**config.mk**
```make
export PLATFORM = sky130hd
export DESIGN_NAME = si_cell
export DESIGN_NICKNAME = d
export VERILOG_FILES = /design/src/rtl/si_pkg.sv /design/src/rtl/si_cell.sv
export SDC_FILE = /design/constraint.sdc
export NUM_CORES = 1
export LEC_CHECK = 0
export BUFFER_PORTS_ARGS = -buffer_cell sky130_fd_sc_hd__buf_2
export CAP_MARGIN = 20
export CORE_MARGIN = 8
export CORE_UTILIZATION = 55
export DETAILED_ROUTE_END_ITERATION = 16
export PLACE_DENSITY = 0.82
export RECOVER_POWER = 50
export REMOVE_ABC_BUFFERS = 1
export SLEW_MARGIN = 20
export SYNTH_ARGS = -nofsm -noshare
export SYNTH_HDL_FRONTEND = slang
export SYNTH_SLANG_ARGS = --single-unit
```
**constraint.sdc**
```tcl
create_clock -name i_clk -period 11.8 [get_ports i_clk]
set_input_delay 1.77 -clock i_clk [delete_from_list [all_inputs] [get_ports i_clk]]
set_output_delay 1.77 -clock i_clk [all_outputs]
set_load 0.02 [all_outputs]
```
**src/rtl/si_pkg.sv**
```systemverilog
`timescale 1ns / 1ps
`default_nettype none

package si_pkg;

    // result codes of one transaction
    typedef enum logic [1:0] {
        ST_MISS      = 2'd0,
        ST_HIT       = 2'd1,
        ST_COLLINEAR = 2'd2
    } t_status;

    localparam int unsigned STATUS_BITS = 2;

endpackage

`default_nettype wire

```
**src/rtl/si_cell.sv**
```systemverilog
`timescale 1ns / 1ps
`default_nettype none

module si_cell #(
    parameter int unsigned W   = 16,
    parameter int unsigned BIT = 0
) (
    input  wire logic                i_clk,
    input  wire logic                i_rst_n,
    input  wire logic                i_adv,
    input  wire logic                i_valid,
    input  wire si_pkg::t_status     i_status,
    input  wire logic [2*W+2:0]      i_dm,
    input  wire logic [2*W+2:0]      i_fm,
    input  wire logic [W:0]          i_amx,
    input  wire logic [W:0]          i_amy,
    input  wire logic                i_negx,
    input  wire logic                i_negy,
    input  wire logic signed [W-1:0] i_bx,
    input  wire logic signed [W-1:0] i_by,
    input  wire logic [2*W+2:0]      i_rx,
    input  wire logic [W+1:0]        i_qx,
    input  wire logic [2*W+2:0]      i_ry,
    input  wire logic [W+1:0]        i_qy,
    output logic                     o_valid,
    output si_pkg::t_status          o_status,
    output logic [2*W+2:0]           o_dm,
    output logic [2*W+2:0]           o_fm,
    output logic [W:0]               o_amx,
    output logic [W:0]               o_amy,
    output logic                     o_negx,
    output logic                     o_negy,
    output logic signed [W-1:0]      o_bx,
    output logic signed [W-1:0]      o_by,
    output logic [2*W+2:0]           o_rx,
    output logic [W+1:0]             o_qx,
    output logic [2*W+2:0]           o_ry,
    output logic [W+1:0]             o_qy
);
    import si_pkg::*;

    localparam int unsigned MW = 2 * W + 3;
    localparam int unsigned QW = W + 2;

    // one restoring step of (dm * am) / fm for a single multiplier bit
    function automatic logic [MW+QW-1:0] div_step(
        input logic [MW-1:0] r,
        input logic [QW-1:0] q,
        input logic          b,
        input logic [MW-1:0] dm,
        input logic [MW-1:0] fm
    );
        logic [MW:0]   t;
        logic [QW-1:0] nq;
        t  = {r, 1'b0};
        nq = {q[QW-2:0], 1'b0};
        if (t >= {1'b0, fm}) begin
            t  = t - {1'b0, fm};
            nq = nq + QW'(1);
        end
        if (b) begin
            t = t + {1'b0, dm};
            if (t >= {1'b0, fm}) begin
                t  = t - {1'b0, fm};
                nq = nq + QW'(1);
            end
        end
        return {t[MW-1:0], nq};
    endfunction

    logic [MW+QW-1:0] n_x, n_y;

    always_comb begin
        n_x = div_step(i_rx, i_qx, i_amx[BIT], i_dm, i_fm);
        n_y = div_step(i_ry, i_qy, i_amy[BIT], i_dm, i_fm);
    end

    // valid travels with the transaction
    always_ff @(posedge i_clk) begin
        if (!i_rst_n) begin
            o_valid <= 1'b0;
        end else if (i_adv) begin
            o_valid <= i_valid;
        end
    end

    always_ff @(posedge i_clk) begin
        if (i_adv) begin
            o_status <= i_status;
            o_dm     <= i_dm;
            o_fm     <= i_fm;
            o_amx    <= i_amx;
            o_amy    <= i_amy;
            o_negx   <= i_negx;
            o_negy   <= i_negy;
            o_bx     <= i_bx;
            o_by     <= i_by;
            o_rx     <= n_x[MW+QW-1:QW];
            o_qx     <= n_x[QW-1:0];
            o_ry     <= n_y[MW+QW-1:QW];
            o_qy     <= n_y[QW-1:0];
        end
    end

endmodule

`default_nettype wire

```
## Word-level counts from Yosys, hierarchy flattened

Cells that the tools add are included.

- Bits in registers: 247
- Latch bits: 0
- Bits in writable memories: 0
- Memory bits (read-only): 0
- Bits of input ports: 250
- Output and inout bits: 247
- Logic and storage cells: 40
- Memories: 0

- $add $sub $neg: 10
- Multiply operators: 0
- Div/mod/pow operators: 0
- $lt $le $gt $ge: 4
- Equality and inequality tests: 0
- Shift operators: 0
- Mux-type cells: 12
- Bitwise logic cells: 0
- Reduce and logical (&&, ||, !) cells: 0

Operators by type and width:

| cell | number |
|---|---|
| >= comparator 36 x 35 -> 1 bit | 4 |
| two-way mux 35 bit | 4 |
| two-way mux 18 bit | 6 |
| adder 18 x 1 -> 18 bit (second input constant) | 4 |
| adder 36 x 35 -> 36 bit | 2 |
| two-way mux 36 bit | 2 |
| subtractor 36 x 35 -> 36 bit | 2 |
| subtractor 35 bit | 2 |

## Longest topological paths before layout

- Word-level depth: 6
- Mapped depth: 42

## Worst setup path after synthesis

Ideal clock, no wire load.

- Path kind: in2reg
- From: input i_fm[1]
- To: register o_rx[2] (data pin)
- Arrival time: 9.575 ns
- Setup slack: 1.965 ns
- Cell stages on the path: 36
- Buffers on the path: 1
- Cells stage by stage: inv_1 -> fa_1 -> a211oi_1 -> nor2_1 -> o41ai_2 -> o21ai_1 -> a21oi_2 -> o31ai_2 -> a211oi_2 -> clkbuf_1 -> mux2i_1 -> inv_1 -> ha_1 -> a211oi_1 -> o21ai_0 -> a31o_2 -> a41oi_1 -> o21ai_0 -> o41ai_1 -> nand2b_1 -> nand2b_1 -> a21oi_1 -> xnor2_1 -> ha_1 -> a21oi_1 -> o21ai_0 -> o31ai_1 -> a21oi_1 -> or3_1 -> o21ba_2 -> a31oi_1 -> o21a_1 -> nor4b_4 -> nor2_4 -> mux2_1 -> mux2_2

- Word-level cells in the longest chain between the ends: 6

RTL lines:

| element | line | RTL |
|---|---|---|
| start: declaration | si_cell.sv:14 | `input wire logic [2*W+2:0] i_fm,` |
| subtractor 36 x 35 -> 36 bit / >= comparator 36 x 35 -> 1 bit (equally long branches) | si_cell.sv:58, si_cell.sv:57 |  |
| two-way mux 36 bit | si_cell.sv:57 | `if (t >= {1'b0, fm}) begin` |
| adder 36 x 35 -> 36 bit | si_cell.sv:62 | `t = t + {1'b0, dm};` |
| subtractor 35 bit / >= comparator 36 x 35 -> 1 bit (equally long branches) | si_cell.sv:64, si_cell.sv:63 |  |
| two-way mux 35 bit | si_cell.sv:63 | `if (t >= {1'b0, fm}) begin` |
| two-way mux 35 bit (*) | si_cell.sv:61 | `if (b) begin` |
| via n_x[20] | si_cell.sv:71 | `logic [MW+QW-1:0] n_x, n_y;` |
| end signal: assignment | si_cell.sv:98 | `o_rx <= n_x[MW+QW-1:QW];` |
| end: declaration | si_cell.sv:35 | `output logic [2*W+2:0] o_rx,` |

The timed path passes the listed nets; every way through them passes the cells marked *.
A chain may end at the register's enable or synchronous reset.

## Final worst setup path

- From: input i_fm[1]
- To: register o_rx[25] (data pin)

The elaborated chain is that of the path after synthesis.

==> impl_summary.txt <==
----------------------------------------------------
[Pwr]
  Power share of the sequential group ... a little under a quarter
  Net Sw Power ... approximately 2.2 mW
  Max IR drop VDD ... 0.155 mV
  Power density over the cells ... approximately 210 mW/mm2
  Portion of total power attributed to combinational logic ... 59.8%
  Share of power burned in the clock network ... 16.7%
  Internal power ... 2.88 mW
  Switching share of total power ... 43.6%
  Pleak ... 10.6 nW
  Total Power ... about 5 mW

[CTS]
  Clock transition at the register clock pins on the worst setup and hold paths after CTS ... about 0.06 ns
  CTS Root Buffer Type ... sky130_fd_sc_hd__clkbuf_16
  Number of hold buffers added after cts ... 0
  Buffers from clock root to sink, at most ... 3
  Count of instances resized after the clock tree is built ... 0
  Buffer count from post-CTS setup fixing ... 0
  Sinks on Clock Net ... 247
  Clock Latency Late Sink ... between 0.5 and 0.6 ns
  CTS tree ... built
  Clock buffer count from CTS ... 26
  H-tree Lvls ... 1

[Setup path]
  Largest incremental delay on the critical path ... 0.68 ns
  Buffers plus inverters on the worst setup path ... 5
  Cell family with most CP delay ... compound AO/OA/AOI/OAI gates
  Arrival time of the worst setup path ... about 11 ns
  CP Launch Type ... input pin
  Worst r2r path cells ... 2
  Reg2Reg Setup Slack ... 11.21 ns
  Crit end category ... register
  Slowest library cell on the worst path ... sky130_fd_sc_hd__nor2_4
  Cell seen most often among critical-path stages ... sky130_fd_sc_hd__o21ai_0
  Required time worst endpoint ... 11.95 ns
  Beginning of the worst register-to-register path ... o_valid
  Critical path class ... input pin to register
  Worst reg2reg endpoint ... o_valid
  Maximum fanout encountered on the critical timing path ... 28

[STA]
  Setup TNS ... 0 ns
  Crit share post-route ... 93.8%
  Highest clock frequency the design can meet ... 90.3 MHz
  Clock Skews ... 0 ns
  Setup repair after global routing missed its margin ... false
  Final Slew Violations ... 217
  Post-layout worst setup margin ... 0.728 ns
  Final setup violation count ... 0
  Remaining max-slew budget at the tightest pin ... -288%
  Worst-margin pin slew ... ~5.8 ns
  Final Hold Vio Count ... 0
  Worst hold margin ... 0.521 ns
  Post-route minimum period ... about 11 ns

[Global routing]
  Global route hottest layer ... met2
  Met2 GRT Util ... roughly half
  Initial antenna violation count ... 6
  Remaining Overflow, GRT ... 0
  Via count of the first global-routing pass ... approximately 19000
  Met1 GRT Util ... roughly two fifths
  Overall fraction of global-route tracks in use ... a little under a third
  Global-route wire length before repair ... between 100000 and 150000 um
  Pin count of the biggest net entering global routing ... about 110
  Met3 Usage GRT ... 5.82%

[Placement]
  Number of input and output port buffers inserted ... 494
  Routability-driven placement congestion ratio ... just under 1
  Detailed Place HPWL ... 58800 um
  Pre-CTS setup slack ... 0.496 ns
  Placed Area ... 0.0240 mm2
  Total instance count after detailed placement ... 3195

[Floorplanning]
  IO Pins ... 497
  Area of the core region ... 0.0374 mm2
  Horizontal die dimension ... 210 um
  Placement Rows ... 71
  Vertical extent of the die ... around 210 um
  Die area ... 0.0441 mm2
  Initial standard-cell utilization of the core ... 55.3%

[Final layout]
  Nets@finish ... 3182
  Fillers ... 3106
  Area growth from synthesis to layout ... 19.1%
  Commonest cells after routing, fill and taps aside ... 312 x sky130_fd_sc_hd__buf_2, 246 x sky130_fd_sc_hd__edfxtp_1, 223 x sky130_fd_sc_hd__a21oi_1, 214 x sky130_fd_sc_hd__ha_1, 187 x sky130_fd_sc_hd__clkbuf_1
  Post-layout utilization of the core ... 65.9%
  Commonest non-fill, non-tap cell in the layout ... sky130_fd_sc_hd__buf_2
  Ratio of cells with drive above 1 in the final layout ... 16.6%
  Final instance count without filler cells ... 3244
  Final instance area ... 0.0246 mm2

[Synthesis]
  Mean instance size in the synthesized netlist ... ~9.4 um2
  Number of synthesized register bits ... 247
  Sequential-to-total area share from yosys stat ... approximately 36%
  Synthesized instance count ... 2191
  Number of warnings printed during yosys synthesis ... 0
  Async SR Flop Fraction ... 0%
  Post-synth design cell area ... 0.0207 mm2
  Most frequently used flop master after synthesis ... sky130_fd_sc_hd__edfxtp_1
  Synth cell types ... 86
  Count of flip-flops with a built-in enable after synthesis ... 246

[Hold path]
  Hold path depth ... 2
  Hold-critical path endpoint ... o_valid
  Launch point of the worst hold path ... o_valid
  Class of the most critical hold timing path ... register to register

[Run status]
  Result of the run ... complete, but fails checks
  Failing checks ... capacitance limit, slew limit

[Drt]
  Drt pass-1 iters ... 6
  Number of vias per cell ... 6.05
  Detailed-route via count ... 19600
  Number of remaining DRC errors ... 0
  Initial drt markers ... 1637
  Remaining antenna violation count after routing ... 0
  Routed Wire Length ... 71900 um
  Wire length per cell after detailed routing ... 22.2 um

[Job]
  Max-Cap Viols ... 3

----------------------------------------------------
state kept, by name, summed over array words and instances (netlist names), 16 cells and up:
signal and count:
o_amy 17, o_by 16, o_bx 16, o_ry 35, o_qy 18, o_qx 18
o_amx 17, o_fm 35, o_dm 35, o_rx 35
per-layer routing:
metal  vias to the layer above  part of all wire (%)
li1                       9307                     -
met1                      9251                    41
met2                       918                    46
met3                       141                   9.1
met4                         0                   3.2
met5                         -                     0
worst max-delay path by stage:
| stage | cells after the start | from | endpoint | slack (ns) |
|---|---|---|---|---|
| 3_3_place_gp | 38 | i_fm[1] | o_rx[25] | 0.66 |
| 2_1_floorplan | 34 | i_fm[1] | o_qy[2] | -0.05 |
| 4_1_cts | 38 | i_fm[1] | o_rx[25] | 1.04 |
| 3_5_place_dp | 38 | i_fm[1] | o_rx[25] | 0.50 |
| 6_report | 38 | i_fm[1] | o_rx[25] | 0.73 |
| 5_1_grt | 38 | i_fm[1] | o_rx[25] | 0.18 |
cell families after synthesis:
kind of cell,count (synthesis),share of synthesized area [%]
compound gates,698,21.4
xor+xnor,208,8.81
fa+ha+maj,220,13.5
buf+inv,137,2.71
flops,247,35.8
mux,79,3.92
simple gates,602,13.8
power groups by stage:
stage | clock (mW) | combinational [mW] | sequential [mW]
after floorplan | 0 | 1.97 | 1.40
after global placement | 0 | 2.96 | 1.21
after detailed placement | 0 | 2.99 | 1.21
after CTS | 0.866 | 3.02 | 1.19
after global routing | 0.896 | 3.30 | 1.22
final | 0.854 | 3.05 | 1.20
worst min-delay path, stage by stage (launching register included):
cell and delay [ns]:
sky130_fd_sc_hd__dfxtp_1 0.32, sky130_fd_sc_hd__mux2i_1 0.06, sky130_fd_sc_hd__nor2b_1 0.10
cells in the mapped netlist, types with 6 or more instances:
| cell | n | area [um2] |
|---|---|---|
| sky130_fd_sc_hd__a211oi_1 | 23 | 173 |
| sky130_fd_sc_hd__nor2_1 | 176 | 661 |
| sky130_fd_sc_hd__fa_1 | 6 | 120 |
| sky130_fd_sc_hd__o211ai_1 | 14 | 105 |
| sky130_fd_sc_hd__a31oi_1 | 25 | 156 |
| sky130_fd_sc_hd__o21bai_1 | 29 | 218 |
| sky130_fd_sc_hd__o41ai_1 | 6 | 52.6 |
| sky130_fd_sc_hd__o31a_1 | 8 | 70.1 |
| sky130_fd_sc_hd__a211o_1 | 6 | 52.6 |
| sky130_fd_sc_hd__nor4_1 | 12 | 75.1 |
| sky130_fd_sc_hd__a21o_1 | 79 | 593 |
| sky130_fd_sc_hd__nand3_1 | 53 | 265 |
| sky130_fd_sc_hd__o21ai_0 | 161 | 806 |
| sky130_fd_sc_hd__mux2_2 | 15 | 169 |
| sky130_fd_sc_hd__ha_1 | 214 | 2680 |
| sky130_fd_sc_hd__nand2b_1 | 29 | 181 |
| sky130_fd_sc_hd__clkbuf_1 | 41 | 154 |
| sky130_fd_sc_hd__xnor2_1 | 144 | 1260 |
| sky130_fd_sc_hd__or2_2 | 7 | 43.8 |
| sky130_fd_sc_hd__inv_1 | 84 | 315 |
| sky130_fd_sc_hd__and4_1 | 6 | 52.6 |
| sky130_fd_sc_hd__o31ai_1 | 14 | 105 |
| sky130_fd_sc_hd__and3_1 | 22 | 138 |
| sky130_fd_sc_hd__edfxtp_1 | 246 | 7390 |
| sky130_fd_sc_hd__a21oi_1 | 223 | 1120 |
| sky130_fd_sc_hd__nor2b_1 | 20 | 125 |
| sky130_fd_sc_hd__a21boi_0 | 11 | 82.6 |
| sky130_fd_sc_hd__mux2i_1 | 63 | 631 |
| sky130_fd_sc_hd__o21a_1 | 32 | 240 |
| sky130_fd_sc_hd__nand4_1 | 37 | 231 |
| sky130_fd_sc_hd__nor3_1 | 43 | 215 |
| sky130_fd_sc_hd__nand2_1 | 171 | 642 |
| sky130_fd_sc_hd__xor2_1 | 64 | 561 |
layout make-up:
cell class / count / area [um2] / share of cell area, %
tap: 511 / 639 / 2.59
clock inverter: 18 / 191 / 0.777
clock buffer: 30 / 687 / 2.79
timing repair buffer: 545 / 2660 / 10.8
antenna: 1 / 2.50 / 0.0102
inverter: 85 / 319 / 1.29
sequential: 247 / 7410 / 30.1
multi-input combinational: 1807 / 12700 / 51.7
(Power assumes the default switching activity.)
